<file path="src/rtl/cdl_pkg.sv">
// Shared types, codes and defaults for the cursor deque list.
`default_nettype none

package cdl_pkg;

    // Default configuration of the node pool.
    localparam int unsigned POOL_DEPTH_DEF = 16;
    localparam int unsigned DATA_WIDTH_DEF = 32;

    // Fixed widths of the transaction fields.
    localparam int unsigned KIND_W    = 3;
    localparam int unsigned VALUE_W   = 32;
    localparam int unsigned STATUS_W  = 3;
    localparam int unsigned ENTRIES_W = 5;

    // Request kinds.
    localparam logic [KIND_W-1:0] K_ADD_FRONT = 3'd0;
    localparam logic [KIND_W-1:0] K_ADD_BACK  = 3'd1;
    localparam logic [KIND_W-1:0] K_FIRST     = 3'd2;
    localparam logic [KIND_W-1:0] K_NEXT      = 3'd3;
    localparam logic [KIND_W-1:0] K_PREV      = 3'd4;
    localparam logic [KIND_W-1:0] K_LAST      = 3'd5;
    localparam logic [KIND_W-1:0] K_DELETE    = 3'd6;
    localparam logic [KIND_W-1:0] K_NOP       = 3'd7;

    // Result status codes.
    localparam logic [STATUS_W-1:0] ST_OK        = 3'd0;
    localparam logic [STATUS_W-1:0] ST_EMPTY     = 3'd1;
    localparam logic [STATUS_W-1:0] ST_AT_END    = 3'd2;
    localparam logic [STATUS_W-1:0] ST_AT_START  = 3'd3;
    localparam logic [STATUS_W-1:0] ST_NO_CURSOR = 3'd4;
    localparam logic [STATUS_W-1:0] ST_FULL      = 3'd5;

    typedef struct packed {
        logic [KIND_W-1:0]         kind;
        logic signed [VALUE_W-1:0] value;
    } t_req;

    typedef struct packed {
        logic signed [VALUE_W-1:0] data;
        logic [STATUS_W-1:0]       status;
        logic [ENTRIES_W-1:0]      entries;
    } t_res;

    // Commands from the controller to the datapath.
    typedef struct packed {
        logic start;  // latch the request and launch the first memory reads
        logic exec;   // evaluate the request and perform the main updates
        logic link;   // patch the old end node after an add
        logic fetch;  // capture the neighbor value after a cursor step
        logic load;   // move the finished result into the output register
    } t_cmd;

    // Status from the datapath to the controller.
    typedef struct packed {
        logic need_link;
        logic need_fetch;
        logic out_free;
    } t_sts;

endpackage

`default_nettype wire

</file>
<file path="src/rtl/cdl_ctrl.sv">
// Sequencing state machine of the cursor deque list.
`default_nettype none

module cdl_ctrl (
    input  wire logic          i_clk,
    input  wire logic          i_rst_n,
    input  wire logic          i_in_valid,
    output logic               o_in_stall,
    input  wire cdl_pkg::t_sts i_sts,
    output cdl_pkg::t_cmd      o_cmd
);

    localparam logic [2:0] S_IDLE  = 3'd0;
    localparam logic [2:0] S_EXEC  = 3'd1;
    localparam logic [2:0] S_LINK  = 3'd2;
    localparam logic [2:0] S_FETCH = 3'd3;
    localparam logic [2:0] S_DONE  = 3'd4;

    logic [2:0] r_state;
    logic [2:0] n_state;

    always_comb begin
        n_state = r_state;
        o_cmd   = '0;
        case (r_state)
            S_IDLE: begin
                if (i_in_valid) begin
                    o_cmd.start = 1'b1;
                    n_state     = S_EXEC;
                end
            end
            S_EXEC: begin
                o_cmd.exec = 1'b1;
                if (i_sts.need_link) begin
                    n_state = S_LINK;
                end else if (i_sts.need_fetch) begin
                    n_state = S_FETCH;
                end else begin
                    n_state = S_DONE;
                end
            end
            S_LINK: begin
                o_cmd.link = 1'b1;
                n_state    = S_DONE;
            end
            S_FETCH: begin
                o_cmd.fetch = 1'b1;
                n_state     = S_DONE;
            end
            S_DONE: begin
                if (i_sts.out_free) begin
                    o_cmd.load = 1'b1;
                    n_state    = S_IDLE;
                end
            end
            default: begin
                n_state = S_IDLE;
            end
        endcase
    end

    always_ff @(posedge i_clk) begin
        if (!i_rst_n) begin
            r_state <= S_IDLE;
        end else begin
            r_state <= n_state;
        end
    end

    assign o_in_stall = (r_state != S_IDLE);

endmodule

`default_nettype wire

</file>
<file path="src/rtl/cdl_dp.sv">
// Datapath of the cursor deque list: node memories, free stack, pointers and result.
`default_nettype none

module cdl_dp #(
    parameter int unsigned POOL_DEPTH = cdl_pkg::POOL_DEPTH_DEF,
    parameter int unsigned DATA_WIDTH = cdl_pkg::DATA_WIDTH_DEF
) (
    input  wire logic          i_clk,
    input  wire logic          i_rst_n,
    input  wire cdl_pkg::t_req i_req,
    input  wire cdl_pkg::t_cmd i_cmd,
    output cdl_pkg::t_sts      o_sts,
    input  wire logic          i_out_stall,
    output logic               o_out_valid,
    output cdl_pkg::t_res      o_out_res
);

    localparam int unsigned AW = $clog2(POOL_DEPTH);
    localparam int unsigned CW = $clog2(POOL_DEPTH + 1);

    // Node memories and the free stack.
    logic [DATA_WIDTH-1:0] m_value [POOL_DEPTH];
    logic [AW-1:0]         m_next  [POOL_DEPTH];
    logic [AW-1:0]         m_prev  [POOL_DEPTH];
    logic [AW-1:0]         m_stack [POOL_DEPTH];

    logic [DATA_WIDTH-1:0] rd_value;
    logic [AW-1:0]         rd_next;
    logic [AW-1:0]         rd_prev;
    logic [AW-1:0]         rd_stack;

    // List pointers and counters.
    logic [AW-1:0] r_front, n_front;
    logic [AW-1:0] r_back, n_back;
    logic [AW-1:0] r_cur, n_cur;
    logic          r_cur_valid, n_cur_valid;
    logic [CW-1:0] r_count, n_count;
    logic [CW-1:0] r_free_top, n_free_top;
    // Lowest stack depth ever reached; positions below it were never written and stand for their own index.
    logic [CW-1:0] r_low, n_low;

    // Request and scratch registers.
    logic [cdl_pkg::KIND_W-1:0] r_kind;
    logic [DATA_WIDTH-1:0]      r_value;
    logic [AW-1:0]              r_new, n_new;
    logic [AW-1:0]              r_link_addr, n_link_addr;
    logic                       r_link_front, n_link_front;
    cdl_pkg::t_res              r_res, n_res;
    cdl_pkg::t_res              r_out;
    logic                       r_out_valid;

    // Memory port controls.
    logic                  we_value, we_next, we_prev, we_stack;
    logic [AW-1:0]         wa_value, wa_next, wa_prev, wa_stack;
    logic [DATA_WIDTH-1:0] wd_value;
    logic [AW-1:0]         wd_next, wd_prev, wd_stack;
    logic [AW-1:0]         ra_value;

    logic [CW-1:0] top_m1;
    logic          fresh;
    logic [AW-1:0] new_node;
    logic          is_front, is_back;

    assign top_m1   = r_free_top - CW'(1);
    assign fresh    = (top_m1 < r_low);
    assign new_node = fresh ? AW'(top_m1) : rd_stack;
    assign is_front = (r_cur == r_front);
    assign is_back  = (r_cur == r_back);

    // The value port reads the node that a request looks at first, then the
    // neighbor reached by a cursor step.
    always_comb begin
        if (i_cmd.exec) begin
            ra_value = (r_kind == cdl_pkg::K_NEXT) ? rd_next : rd_prev;
        end else if (i_req.kind == cdl_pkg::K_FIRST) begin
            ra_value = r_front;
        end else if (i_req.kind == cdl_pkg::K_LAST) begin
            ra_value = r_back;
        end else begin
            ra_value = r_cur;
        end
    end

    always_comb begin
        n_front      = r_front;
        n_back       = r_back;
        n_cur        = r_cur;
        n_cur_valid  = r_cur_valid;
        n_count      = r_count;
        n_free_top   = r_free_top;
        n_low        = r_low;
        n_new        = r_new;
        n_link_addr  = r_link_addr;
        n_link_front = r_link_front;
        n_res        = r_res;
        o_sts        = '0;
        we_value     = 1'b0;
        wa_value     = new_node;
        wd_value     = r_value;
        we_next      = 1'b0;
        wa_next      = new_node;
        wd_next      = new_node;
        we_prev      = 1'b0;
        wa_prev      = new_node;
        wd_prev      = new_node;
        we_stack     = 1'b0;
        wa_stack     = AW'(r_free_top);
        wd_stack     = r_cur;

        if (i_cmd.exec) begin
            n_res.data   = '0;
            n_res.status = cdl_pkg::ST_OK;
            case (r_kind)
                cdl_pkg::K_ADD_FRONT, cdl_pkg::K_ADD_BACK: begin
                    if (r_free_top == '0) begin
                        n_res.status = cdl_pkg::ST_FULL;
                    end else begin
                        we_value    = 1'b1;
                        we_next     = 1'b1;
                        we_prev     = 1'b1;
                        n_free_top  = top_m1;
                        if (fresh) begin
                            n_low = top_m1;
                        end
                        n_cur       = new_node;
                        n_cur_valid = 1'b1;
                        n_count     = r_count + CW'(1);
                        n_new       = new_node;
                        if (r_count == '0) begin
                            n_front = new_node;
                            n_back  = new_node;
                        end else if (r_kind == cdl_pkg::K_ADD_FRONT) begin
                            wd_next        = r_front;
                            n_front        = new_node;
                            n_link_addr    = r_front;
                            n_link_front   = 1'b1;
                            o_sts.need_link = 1'b1;
                        end else begin
                            wd_prev        = r_back;
                            n_back         = new_node;
                            n_link_addr    = r_back;
                            n_link_front   = 1'b0;
                            o_sts.need_link = 1'b1;
                        end
                    end
                end
                cdl_pkg::K_FIRST, cdl_pkg::K_LAST: begin
                    if (r_count == '0) begin
                        n_res.status = cdl_pkg::ST_EMPTY;
                    end else begin
                        n_cur       = (r_kind == cdl_pkg::K_FIRST) ? r_front : r_back;
                        n_cur_valid = 1'b1;
                        n_res.data  = cdl_pkg::VALUE_W'(rd_value);
                    end
                end
                cdl_pkg::K_NEXT, cdl_pkg::K_PREV, cdl_pkg::K_DELETE: begin
                    if (r_count == '0) begin
                        n_res.status = cdl_pkg::ST_EMPTY;
                    end else if (!r_cur_valid) begin
                        n_res.status = cdl_pkg::ST_NO_CURSOR;
                    end else if (r_kind == cdl_pkg::K_NEXT) begin
                        if (is_back) begin
                            n_res.status = cdl_pkg::ST_AT_END;
                        end else begin
                            n_cur            = rd_next;
                            o_sts.need_fetch = 1'b1;
                        end
                    end else if (r_kind == cdl_pkg::K_PREV) begin
                        if (is_front) begin
                            n_res.status = cdl_pkg::ST_AT_START;
                        end else begin
                            n_cur            = rd_prev;
                            o_sts.need_fetch = 1'b1;
                        end
                    end else begin
                        n_res.data = cdl_pkg::VALUE_W'(rd_value);
                        wa_next    = rd_prev;
                        wa_prev    = rd_next;
                        if (is_front && is_back) begin
                            n_front = '0;
                            n_back  = '0;
                        end else if (is_front) begin
                            we_prev = 1'b1;
                            wd_prev = rd_next;
                            n_front = rd_next;
                        end else if (is_back) begin
                            we_next = 1'b1;
                            wd_next = rd_prev;
                            n_back  = rd_prev;
                        end else begin
                            we_next = 1'b1;
                            wd_next = rd_next;
                            we_prev = 1'b1;
                            wd_prev = rd_prev;
                        end
                        if (r_free_top < CW'(POOL_DEPTH)) begin
                            we_stack   = 1'b1;
                            n_free_top = r_free_top + CW'(1);
                        end
                        n_count     = r_count - CW'(1);
                        n_cur_valid = 1'b0;
                        n_cur       = '0;
                    end
                end
                default: begin
                end
            endcase
            n_res.entries = cdl_pkg::ENTRIES_W'(n_count);
        end else if (i_cmd.link) begin
            if (r_link_front) begin
                we_prev = 1'b1;
                wa_prev = r_link_addr;
                wd_prev = r_new;
            end else begin
                we_next = 1'b1;
                wa_next = r_link_addr;
                wd_next = r_new;
            end
        end else if (i_cmd.fetch) begin
            n_res.data = cdl_pkg::VALUE_W'(rd_value);
        end

        o_sts.out_free = !r_out_valid || !i_out_stall;
    end

    // Memories: one write and one registered read per cycle each.
    always_ff @(posedge i_clk) begin
        if (we_value) begin
            m_value[wa_value] <= wd_value;
        end
        rd_value <= m_value[ra_value];
    end

    always_ff @(posedge i_clk) begin
        if (we_next) begin
            m_next[wa_next] <= wd_next;
        end
        rd_next <= m_next[r_cur];
    end

    always_ff @(posedge i_clk) begin
        if (we_prev) begin
            m_prev[wa_prev] <= wd_prev;
        end
        rd_prev <= m_prev[r_cur];
    end

    always_ff @(posedge i_clk) begin
        if (we_stack) begin
            m_stack[wa_stack] <= wd_stack;
        end
        rd_stack <= m_stack[AW'(top_m1)];
    end

    // Control state.
    always_ff @(posedge i_clk) begin
        if (!i_rst_n) begin
            r_front     <= '0;
            r_back      <= '0;
            r_cur       <= '0;
            r_cur_valid <= 1'b0;
            r_count     <= '0;
            r_free_top  <= CW'(POOL_DEPTH);
            r_low       <= CW'(POOL_DEPTH);
            r_out_valid <= 1'b0;
        end else begin
            r_front     <= n_front;
            r_back      <= n_back;
            r_cur       <= n_cur;
            r_cur_valid <= n_cur_valid;
            r_count     <= n_count;
            r_free_top  <= n_free_top;
            r_low       <= n_low;
            if (i_cmd.load) begin
                r_out_valid <= 1'b1;
            end else if (r_out_valid && !i_out_stall) begin
                r_out_valid <= 1'b0;
            end
        end
    end

    // Payload registers.
    always_ff @(posedge i_clk) begin
        if (i_cmd.start) begin
            r_kind  <= i_req.kind;
            r_value <= DATA_WIDTH'($signed(i_req.value));
        end
        if (i_cmd.load) begin
            r_out <= r_res;
        end
        r_new        <= n_new;
        r_link_addr  <= n_link_addr;
        r_link_front <= n_link_front;
        r_res        <= n_res;
    end

    assign o_out_valid = r_out_valid;
    assign o_out_res   = r_out;

endmodule

`default_nettype wire

</file>
<file path="src/rtl/cursor_deque_list.sv">
// Top level of the cursor deque list: a doubly linked list with a cursor in a node pool.
//
// Usage: requests arrive on the input channel (i_in_valid, o_in_stall, i_in_req) and each
// one yields exactly one result transaction on the output channel (o_out_valid,
// i_out_stall, o_out_res). A transaction moves at a rising edge where valid is high and
// stall is low. The request kind selects add at front or back, move the cursor to the
// first or last entry, step it forward or back, delete the entry under the cursor, or do nothing.
// Timing: a request is taken in the idle state and evaluated in the cycle after; its result
// then enters the output register in the done state, after a link state for an add to a
// non-empty list (second link write) and after a fetch state for a cursor step (dependent
// value read). The input is open again the cycle after the result is loaded, so a request is
// taken only once the one before it is finished; the dependent registered reads of the node
// memories set this sequence. A finished result may wait in the output register while the
// next request is accepted and evaluated; if the receiver keeps stalling, the block holds
// that next result and the input stays stalled until the output register frees up.
// Reset (synchronous, active low) empties the list, clears the cursor and returns every
// node to the free pool at once; node contents are undefined until written.
`default_nettype none

module cursor_deque_list #(
    parameter int unsigned POOL_DEPTH = cdl_pkg::POOL_DEPTH_DEF,
    parameter int unsigned DATA_WIDTH = cdl_pkg::DATA_WIDTH_DEF
) (
    input  wire logic          i_clk,
    input  wire logic          i_rst_n,
    input  wire logic          i_in_valid,
    output logic               o_in_stall,
    input  wire cdl_pkg::t_req i_in_req,
    output logic               o_out_valid,
    input  wire logic          i_out_stall,
    output cdl_pkg::t_res      o_out_res
);

    cdl_pkg::t_cmd cmd;
    cdl_pkg::t_sts sts;

    // The controller only sequences; every pointer and memory lives in the datapath.
    cdl_ctrl u_ctrl (
        .i_clk      (i_clk),
        .i_rst_n    (i_rst_n),
        .i_in_valid (i_in_valid),
        .o_in_stall (o_in_stall),
        .i_sts      (sts),
        .o_cmd      (cmd)
    );

    cdl_dp #(
        .POOL_DEPTH (POOL_DEPTH),
        .DATA_WIDTH (DATA_WIDTH)
    ) u_dp (
        .i_clk       (i_clk),
        .i_rst_n     (i_rst_n),
        .i_req       (i_in_req),
        .i_cmd       (cmd),
        .o_sts       (sts),
        .i_out_stall (i_out_stall),
        .o_out_valid (o_out_valid),
        .o_out_res   (o_out_res)
    );

endmodule

`default_nettype wire
</file>
<file path="config.mk">
export PLATFORM = sky130hd
export DESIGN_NAME = cursor_deque_list
export DESIGN_NICKNAME = d
export VERILOG_FILES = /design/src/rtl/cdl_pkg.sv /design/src/rtl/cdl_ctrl.sv /design/src/rtl/cdl_dp.sv /design/src/rtl/cursor_deque_list.sv
export SDC_FILE = /design/constraint.sdc
export NUM_CORES = 1
export LEC_CHECK = 0
export BUFFER_PORTS_ARGS = -buffer_cell sky130_fd_sc_hd__buf_2
export CORE_MARGIN = 2
export CORE_UTILIZATION = 50
export CTS_BUF_LIST = sky130_fd_sc_hd__clkbuf_2 sky130_fd_sc_hd__clkbuf_4 sky130_fd_sc_hd__clkbuf_8
export DETAILED_ROUTE_END_ITERATION = 6
export PLACE_DENSITY = 0.78
export SKIP_CTS_REPAIR_TIMING = 1
export SLEW_MARGIN = 20
export SYNTH_ARGS = -nofsm -noshare
export SYNTH_HDL_FRONTEND = slang
export SYNTH_HIERARCHICAL = 1
export SYNTH_SLANG_ARGS = --single-unit
</file>
<file path="constraint.sdc">
create_clock -name i_clk -period 5 [get_ports i_clk]
set_clock_uncertainty 0.05 [all_clocks]
set_input_delay 0.25 -clock i_clk [delete_from_list [all_inputs] [get_ports i_clk]]
set_output_delay 0.25 -clock i_clk [all_outputs]
set_load 0.01 [all_outputs]
</file>
# Word level (Yosys, flattened, before mapping)
# Memories as Yosys holds them, arrays and structs flattened. A register that Yosys moved wholly into a read port is not among the register bits.
# Cells that the tools add are included.
[classes] n_addsub=4 n_bitwise=2 mux=182 n_lt_le_gt_ge=2 n_eq_ne=31 n_reduce_logical=28
[op_table] operator="4-bit two-way mux" count=76
[op_table] operator="32-bit two-way mux" count=8
[op_table] operator="32-bit case mux with 2 select lines" count=1
[op_table] operator="1-bit two-way mux" count=62
[op_table] operator="5-bit two-way mux" count=11
[op_table] operator="4-bit case mux with 2 select lines" count=4
[op_table] operator="3-bit two-way mux" count=8
[op_table] operator="5-bit case mux with 2 select lines" count=2
[op_table] operator="8-bit AND reduction" count=2
[op_table] operator="3-bit by 2-bit equality test with 1-bit output (second input constant)" count=5
[op_table] operator="3-bit equality test (second input constant)" count=5
[op_table] operator="2-bit != test (second input constant)" count=7
[op_table] operator="3-bit case mux with 4 select lines" count=1
[op_table] operator="4-bit case mux with 3 select lines" count=1
[op_table] operator="5-bit by 1-bit adder with 5-bit output (second input constant)" count=2
[op_table] operator="5-bit zero test" count=2
[op_table] operator="10-bit AND reduction" count=1
[op_table] operator="5-bit by 1-bit subtractor with 5-bit output (second input constant)" count=2
[op_table] operator="3-bit by 1-bit != test with 1-bit output (second input constant)" count=3
[op_table] operator="3-bit case mux with 3 select lines" count=1
[op_table] operator="9-bit AND reduction" count=1
[op_table] operator="4-bit equality test" count=2
[op_table] operator="2-bit two-way mux" count=4
[op_table] operator="4-bit AND reduction" count=2
[op_table] operator="other kinds (21)" count=36
[word_totals] word_cells=273 output_inout_bits=42 n_memories=4 ramBits=704 reg_bits=156 inputBits=39
[mem_list] name="u_dp.m_value" words=16 width=32 read_ports=1 rd_clocked_by_memory_dff=1 write_ports=1 line="cdl_dp.sv:22" rtl="logic [DATA_WIDTH-1:0] m_value [POOL_DEPTH];"
[mem_list] name="u_dp.m_next" words=16 width=4 read_ports=1 rd_clocked_by_memory_dff=1 write_ports=1 line="cdl_dp.sv:23" rtl="logic [AW-1:0] m_next [POOL_DEPTH];"
[mem_list] name="u_dp.m_prev" words=16 width=4 read_ports=1 rd_clocked_by_memory_dff=1 write_ports=1 line="cdl_dp.sv:24" rtl="logic [AW-1:0] m_prev [POOL_DEPTH];"
[mem_list] name="u_dp.m_stack" words=16 width=4 read_ports=1 rd_clocked_by_memory_dff=1 write_ports=1 line="cdl_dp.sv:25" rtl="logic [AW-1:0] m_stack [POOL_DEPTH];"

# Longest topological paths before layout
# Gate-level depths: netlist (run 1).
[logic_depth] ltp_word=12 depth_mapped=16 ltp_nobuf=13

# Cells and area by module
# The synthesis (run 1) kept the hierarchy.
[by_module_without_submodules] module="cdl_dp" area_per_inst_um2=35771.8 cells_each=2405 seq_area_each_um2=26325.2 instances=1
[by_module_without_submodules] module="cdl_ctrl" area_per_inst_um2=181.4 cells_each=23 seq_area_each_um2=60.1 instances=1

# Worst setup path after synthesis (run 1)
# OpenSTA, ideal clock, no wires.
[synth_path] kind="flip-flop to flip-flop" from="register u_dp.r_free_top[0]" to="memory u_dp/m_value[0][0] in the netlist's numbering, enable pin" stages_incl_launch_ff=16 setup_time_ns=0.421 arrival_time_ns=4.580 synth_period_minus_slack_ns=5.051 required_ns=4.529 path_buffers=4 slack_ns=-0.051 cell_sequence="dfxtp_1 > buf_4 > inv_1 > ha_1 > clkbuf_1 > buf_1 > inv_1 > ha_1 > a21boi_1 > o211ai_2 > a21oi_1 > nor2_1 > clkbuf_1 > nor2_1 > nand2_1 > nor2_1"
[synth_via] word_cells_on_any_way=9 classes_between="1 x add/sub; 1 x order compare; 6 x mux; 1 x reduce/logical"
[synth_lines] element="start: declaration" line="cdl_dp.sv:38" rtl="logic [CW-1:0] r_free_top, n_free_top;"
[synth_lines] element="start signal: assignment" line="cdl_dp.sv:263" rtl="r_free_top <= CW'(POOL_DEPTH);"
[synth_lines] element="start signal: assignment" line="cdl_dp.sv:272" rtl="r_free_top <= n_free_top;"
[synth_lines] element="5-bit by 1-bit subtractor with 5-bit output" line="cdl_dp.sv:64" rtl="assign top_m1 = r_free_top - CW'(1);"
[synth_lines] element="via u_dp.top_m1[0]" line="cdl_dp.sv:59" rtl="logic [CW-1:0] top_m1;"
[synth_lines] element="5-bit < comparator" line="cdl_dp.sv:65" rtl="assign fresh = (top_m1 < r_low);"
[synth_lines] element="4-bit two-way mux" line="cdl_dp.sv:66" rtl="assign new_node = fresh ? AW'(top_m1) : rd_stack;"
[synth_lines] element="via u_dp.new_node[2]" line="cdl_dp.sv:61" rtl="logic [AW-1:0] new_node;"
[synth_lines] element="end: declaration" line="cdl_dp.sv:22"
# The timed path passes the listed nets, and every way through them passes these cells.

# Worst setup path after layout (run 1)
[layout_path] from="register u_dp.r_free_top[0]" to="memory u_dp/m_prev[12][1] in the netlist's numbering, enable pin"
[layout_via] elab_chain_cells=9 word_cells_on_any_way=17 classes_between="1 x add/sub; 1 x order compare; 14 x mux; 1 x reduce/logical"
[layout_rtl] element="5-bit by 1-bit subtractor with 5-bit output *" line="cdl_dp.sv:64"
[layout_rtl] element="via u_dp.top_m1[0]" line="cdl_dp.sv:59"
[layout_rtl] element="5-bit < comparator" line="cdl_dp.sv:65"
[layout_rtl] element="4-bit two-way mux *" line="cdl_dp.sv:66"
[layout_rtl] element="4-bit two-way mux" line="cdl_dp.sv:168" rtl="end else if (r_kind == cdl_pkg::K_PREV) begin"
[layout_rtl] element="4-bit two-way mux" line="cdl_dp.sv:161" rtl="end else if (r_kind == cdl_pkg::K_NEXT) begin"
[layout_rtl] element="4-bit two-way mux" line="cdl_dp.sv:159" rtl="end else if (!r_cur_valid) begin"
[layout_rtl] element="4-bit two-way mux" line="cdl_dp.sv:157" rtl="if (r_count == '0) begin"
[layout_rtl] element="4-bit two-way mux" line="cdl_dp.sv:113" rtl="case (r_kind)"
[layout_rtl] element="4-bit two-way mux *" line="cdl_dp.sv:110" rtl="if (i_cmd.exec) begin"
[layout_rtl] element="end: declaration" line="cdl_dp.sv:24"
# Mark *: on every way through the listed nets, which the timed path passes. The rest lies on a longest branch.

==> flow_summary.toml, run 1 <==
[outcome]
outcome = "finished clean"

[worst_setup_path]
timing_worst_setup_path_type = "reg2reg"
timing.critical_path.to = "u_dp/m_prev[12][1]$_DFFE_PP_"
worstRegToRegCells = 12
cp-start-kind = "register"
worst-endpoint-required_ns = 5.35
critical-path-top-cell-by-count = "ha_1"
cp_max_fo = 6
rr_endpoint = "u_dp/m_prev[12][1]$_DFFE_PP_"
path_cells = "inv_1 -> ha_1 -> nand3_1 -> xnor2_1 -> ha_1 -> and2_4 -> a221o_1 -> o21ai_2 -> and2_1 -> nand2_1 -> a2111o_1 -> nor3_1"
critical-path-max-stage-delay_ns = 0.59
worstReg2RegStart = "u_dp/r_free_top[0]$_SDFFE_PN0P_"
end_kind = "register"
crit_start = "u_dp/r_free_top[0]$_SDFFE_PN0P_"
arrival_ns = 5.13
reg2reg_slack_ns = 0.22
crit_path_top_delay_cell = "a2111o_1"

[synthesis]
synthCells = 2428
post_synth_num_cell_types = 86
synthesis.nets = 2478
synth-async-reset-ratio_pct = 0
post_synth_instance_area_sq_mm = 0.0360
synth.yosys.warnings = 6
ys_dominant_reg_cell = "edfxtp_1"
yosys_register_bits = 904
average_footprint_of_a_synthesized_cell_sq_um = 14.8
synth.yosys.seq_area_share_pct = 73.4
synth-edff-count = 828

[pwr]
switchingPower_mw = 4.00
cellLeakagePower_nw = 14.1
power.share.sequential_pct = 53.1
pwr_density_cell_mw_per_mm2 = 398
combPwrFrac_pct = 9.0
power.ir.vdd_worst_v = 0.000214
sw_frac_of_total_pct = 24.4
clock_power_share_pct = 37.9
p_int_mw = 12.4

[sta]
slew_viol_final = 0
finalSetupViolCount = 0
worst_pin_slew_ns = 1.14
post-route-period-util_pct = 95.6
hold-worst-slack_ns = 0.122
grt_setup_unrepaired = "false"
timing.slew.headroom_pct = 23.3
period_minus_slack_ns = 4.78
hold_violations = 0
fmax_ghz = 0.209

[detailed_routing]
remaining_drc_errors = 0
drt_iter0_drc = 2897
detailroute.via_count = 21800
via_to_cell_ratio = 5.94
ant_nets = 0
routedWlPerCell_um = 23.0
totalWireLength_um = 84400
drt_pass1_iterations = 6

[grt]
vias_in_the_first_global_route = 21700
gr-total-overflow = 0
antenna_found_initial = 2
globalRouteTotalUtil_pct = 22.6
grt_start_max_net_pins = 107
grt_first_pass_wirelength_um = 128000

[placement]
port_buffers = 80
hpwlAfterDp_um = 51100
gpl.final_weighted_congestion = 0.938

[clocking]
htree_levels = 4
clock_tree_from_tritoncts = "yes"
root_buffer = "clkbuf_8"
worst_setup_hold_path_clk_slew_ns = 0.06
cts_sinks = 904
clock_tree_buffer_depth = 3
insertion_delay_ns = 0.81
clock_buffer_count_from_cts = 142

[min_path]
hold_path_class = "in2reg"

[die]
core_area_sq_mm = 0.0714
die_w_um = 272
floorplan.io_pins = 81
initial_core_util_pct = 50.4
dieArea_sq_mm = 0.0741
dieHeight_um = 272
placement_rows = 98

[layout]
layout.nets = 2663
postLayoutCoreUtil_pct = 57.6
drive_gt1_share_pct = 18.8
post_synthesis_to_final_layout_area_growth_pct = 14.3
nFillCells = 5286

[run]
cap_violations = 0
[Yosys cell counts (all sizes together), types with 39 or more instances]
| master | n | area [sq um] |
|---|---|---|
| a21oi | 164 | 821 |
| clkbuf | 72 | 270 |
| mux2i | 86 | 861 |
| dfxtp | 76 | 1520 |
| nand3 | 85 | 438 |
| and2 | 51 | 322 |
| nor2 | 95 | 374 |
| buf | 73 | 385 |
| mux4 | 60 | 1350 |
| nand2 | 423 | 1590 |
| edfxtp | 828 | 24900 |
| a221oi | 44 | 392 |
| a31oi | 39 | 244 |
[worst max-delay path, delay by kind of cell (launching register included)]
family	cells	cell delay [ns]
flip-flops	1	0.33
AND/OR/NAND/NOR	5	1.68
AO/OA/AOI/OAI	3	1.26
XOR/XNOR	1	0.27
adder cells (fa/ha/maj)	2	0.60
buffers and inverters	1	0.21
[metal layers]
metal | share of wire (%) | GRT usage, % | vias to the layer above
li1 | - | - | 9697
met2 | 49 | 37.0 | 1078
met1 | 40 | 30.2 | 10900
met4 | 2.6 | 8.50 | 0
met3 | 8.3 | 4.50 | 163
met5 | 0 | 0 | -
[power by group through the flow]
stage,Combinational (mW),Clock [mW],Sequential (mW)
2_1_floorplan,0.949,0,8.75
3_3_place_gp,1.36,0,8.83
3_5_place_dp,1.40,0,8.84
4_1_cts,1.41,6.31,8.68
5_1_grt,1.58,6.63,8.70
6_report,1.47,6.20,8.69
[layout make-up]
| class | instances | area [sq um] | area share (%) |
|---|---|---|---|
| Tap cell | 950 | 1190 | 2.89 |
| Timing Repair Buffer | 184 | 1490 | 3.62 |
| Sequential cell | 904 | 26400 | 64.2 |
| Clock inverter | 54 | 403 | 0.980 |
| Inverter | 24 | 90.1 | 0.219 |
| Multi-Input combinational cell | 1357 | 9080 | 22.1 |
| Clock buffer | 201 | 2450 | 5.96 |
| Antenna cell | 2 | 5.00 | 0.0122 |
[through the flow]
stage / instances / total power, mW / worst slack, ns / TNS [ns] / instance area (sq um)
global route: 3675 / 16.9 / 0.0187 / 0 / 41100
CTS: 3627 / 16.4 / 0.141 / 0 / 40500
global placement: 3371 / 10.2 / 0.266 / 0 / 37600
finish: 3676 / 16.4 / 0.218 / 0 / 41100
floorplan: 2428 / 9.70 / -0.0514 / -11.19 / 36000
detailed placement: 3372 / 10.2 / 0.138 / 0 / 37600
[cell usage in the layout (no fill, tap or decap), drive strengths merged, types with 39 or more instances in the layout]
master / Yosys / routed
mux4: 60 / 60
edfxtp: 828 / 828
a31oi: 39 / 39
buf: 73 / 146
clkbuf: 72 / 201
nand2: 423 / 423
a221oi: 44 / 44
and2: 51 / 51
dfxtp: 76 / 76
a21oi: 164 / 164
mux2i: 86 / 86
nand3: 85 / 85
nor2: 95 / 97
[kinds of logic after synthesis]
group / synth area share [%]
adders and majority gates: 0.383
xor gates and xnor gates: 0.362
AOI/OAI and AO/OA: 8.04
and+or+nand+nor: 9.44
buffers and inverters: 2.07
DFF: 73.4
muxes: 6.31
[flip-flops by register name, indices dropped and copies added, names as in the netlist, 5 cells and up, named ones only]
signal / count
u_dp/m_next: 64
u_dp/m_prev: 64
u_dp/m_stack: 64
u_dp/m_value: 512
u_dp/o_out_res: 40
u_dp/r_count: 5
u_dp/r_free_top: 5
u_dp/r_low: 5
u_dp/r_res: 40
u_dp/r_value: 32
u_dp/rd_value: 32
[worst min-delay path by stage]
stage / from / end / slack, ns / cells after the start
after global placement: u_dp/r_res[20]$_DFFE_PP_ / u_dp/o_out_res[20]$_DFFE_PP_ / 0.35 / 0
final: i_in_req[23] / u_dp/r_value[23]$_DFFE_PP_ / 0.12 / 2
after global routing: i_in_req[16] / u_dp/r_value[16]$_DFFE_PP_ / 0.08 / 2
after floorplan: i_in_req[32] / u_dp/r_kind[0]$_DFFE_PP_ / 0.30 / 0
after CTS: i_in_req[15] / u_dp/r_value[15]$_DFFE_PP_ / -0.48 / 1
after detailed placement: u_dp/r_res[10]$_DFFE_PP_ / u_dp/o_out_res[10]$_DFFE_PP_ / 0.36 / 0
(Power assumes the default switching activity.)
==> run 2, diff against run 1 <==
BUFFER_PORTS_ARGS = -buffer_cell sky130_fd_sc_hd__clkbuf_2   (was -buffer_cell sky130_fd_sc_hd__buf_2)
==> run 2 against run 1 <==
Sequential share of layout area about the same. Largest power group unchanged. Highest routed layer unchanged. Critical path depth decreased by 1. Global-route usage decreased by 0.33 points. Worst setup slack improved by 0.12 ns. Clock-buffer cell count increased by 6. Via count decreased by 0.55%. Cell count decreased by 0.14%. Register-to-register slack improved by 0.12 ns. Clock power about the same. Worst hold slack got worse by 0.019 ns. Core utilization about the same.
==> flow_summary.toml, run 2 (same netlist as run 1, synthesis figures left out) <==
[worst_setup_path]
arrival_ns = 5.01
path_cells = "inv_1 -> ha_1 -> nand3_1 -> xnor2_1 -> ha_1 -> and2_4 -> a221oi_2 -> a21oi_1 -> nor2_1 -> nand3_1 -> nor2_4"
worst-endpoint-required_ns = 5.34
cp-start-kind = "register"
crit_path_top_delay_cell = "nor2_4"
end_kind = "register"
critical-path-max-stage-delay_ns = 0.98
cp_max_fo = 32
timing_worst_setup_path_type = "reg2reg"

[run]
cap_violations = 0

[placement]
hpwlAfterDp_um = 51300
placement.cell_area_sq_mm = 0.0377
dpl.cell_count = 3369
gpl.final_weighted_congestion = 0.915
port_buffers = 80
place_worst_setup_slack_ns = 0.441

[pwr]
pwr_density_cell_mw_per_mm2 = 397
cellLeakagePower_nw = 14.1
combPwrFrac_pct = 8.9
switchingPower_mw = 3.95
power.ir.vdd_worst_v = 0.000213
sw_frac_of_total_pct = 24.2
clock_power_share_pct = 37.9
power.share.sequential_pct = 53.2
p_int_mw = 12.4

[sta]
post-route-period-util_pct = 93.3
slew_viol_final = 0
timing.final.ws_setup_ns = 0.334
hold-worst-slack_ns = 0.103
hold_violations = 0
grt_setup_unrepaired = "false"
fmax_ghz = 0.214
period_minus_slack_ns = 4.67
finalSetupViolCount = 0
worst_pin_slew_ns = 1.11
timing.slew.headroom_pct = 25.0

[detailed_routing]
drt_pass1_iterations = 5
ant_nets = 0
remaining_drc_errors = 0
routedWlPerCell_um = 22.7
drt_iter0_drc = 2428
totalWireLength_um = 83200
detailroute.via_count = 21700
via_to_cell_ratio = 5.92

[clocking]
clock_tree_from_tritoncts = "yes"
root_buffer = "clkbuf_8"
clock_buffer_count_from_cts = 140
cts_sinks = 904
insertion_delay_ns = 0.81
htree_levels = 4
clock_tree_buffer_depth = 3
worst_setup_hold_path_clk_slew_ns = 0.06

[die]
dieHeight_um = 272
floorplan.io_pins = 81
core_area_sq_mm = 0.0714
dieArea_sq_mm = 0.0741
initial_core_util_pct = 50.4
die_w_um = 272
placement_rows = 98

[grt]
grt.busiest_layer = "met2"
gr-total-overflow = 0
globalRouteTotalUtil_pct = 22.3
vias_in_the_first_global_route = 21300
grt_use_met3_pct = 4.65
grt.met2_usage_pct = 36.5
antenna_found_initial = 1
grt_start_max_net_pins = 99
groute.layer.met1.usage_pct = 29.5
grt_first_pass_wirelength_um = 125000

[layout]
post_synthesis_to_final_layout_area_growth_pct = 14.3
layout.nets = 2656
largest_reg_flops = 512
most_frequent_cells_in_the_layout = "828 x edfxtp_1, 421 x nand2_1, 163 x a21oi_1"
drive_gt1_share_pct = 18.4
layout.cells.most_common = "edfxtp_1"
final_area_sq_mm = 0.0411
nFillCells = 5292
top_register = "u_dp/m_value"
final-instance-count-excl-fill = 3671

[min_path]
hold_path_class = "in2reg"

[outcome]
outcome = "finished clean"
run 2: changes by cell type in the layout (fill, tap and decap cells not counted), moves of 2 or more:
cell / previous run / this run
buf_4: 51 / 46
clkbuf_4: 51 / 49
clkbuf_2: 0 / 80
bufinv_16: 3 / 1
clkbuf_8: 150 / 159
buf_2: 81 / 0
clkinv_2: 14 / 7
nor2_4: 22 / 20
clkinv_1: 23 / 27
run 2: cell type report:
| cell class | instances | area [sq um] | area share [%] |
|---|---|---|---|
| repair buffers | 181 | 1480 | 3.61 |
| clock inverters | 49 | 332 | 0.807 |
| inverters | 24 | 90.1 | 0.219 |
| clock buffers | 207 | 2550 | 6.20 |
| multi-input cells | 1355 | 9050 | 22.0 |
| well taps | 950 | 1190 | 2.89 |
| flip-flops and latches | 904 | 26400 | 64.2 |
| diodes | 1 | 2.50 | 0.00609 |
run 2: worst paths after layout:
kind | from | to | slack (ns) | cells past startpoint
worst max-delay path | u_dp/r_free_top[0]$_SDFFE_PN0P_ | u_dp/m_value[7][1]$_DFFE_PP_ | 0.33 | 11
worst max register to register | u_dp/r_free_top[0]$_SDFFE_PN0P_ | u_dp/m_value[7][1]$_DFFE_PP_ | 0.33 | 11
worst min-delay path | i_in_req[22] | u_dp/r_value[22]$_DFFE_PP_ | 0.10 | 2
worst min register to register | u_dp/r_res[21]$_DFFE_PP_ | u_dp/o_out_res[21]$_DFFE_PP_ | 0.36 | 0
run 2: power by group through the flow:
| stage | clock network, mW | logic, mW | registers, mW |
|---|---|---|---|
| 6_report | 6.18 | 1.46 | 8.68 |
| 5_1_grt | 6.62 | 1.57 | 8.69 |
| 4_1_cts | 6.32 | 1.41 | 8.68 |
| 3_5_place_dp | 0 | 1.40 | 8.83 |
| 3_3_place_gp | 0 | 1.36 | 8.82 |
| 2_1_floorplan | 0 | 0.949 | 8.75 |
run 2: through the flow:
step           util [%]  setup TNS [ns]  power (mW)
3_3_place_gp       52.8               0        10.2
2_1_floorplan         -          -11.19        9.70
4_1_cts            56.8               0        16.4
5_1_grt            57.6               0        16.9
6_report           57.6               0        16.3
3_5_place_dp       52.8               0        10.2
run 2: critical path: cells and delay by family, from the launching register on:
family,cells,cell delay (ns)
AOI/OAI and AO/OA,2,0.57
DFF,1,0.33
xor gates and xnor gates,1,0.29
adders and majority gates,2,0.60
and+or+nand+nor,5,2.21
buffers and inverters,1,0.21
run 2: routing by layer:
metal | vias to the layer above | share of wire, % | routed length, um
met5 | - | 0 | 0
met4 | 0 | 3.0 | 2490
met3 | 171 | 8.0 | 6690
met2 | 1042 | 50 | 41300
met1 | 10800 | 39 | 32700
li1 | 9673 | - | -
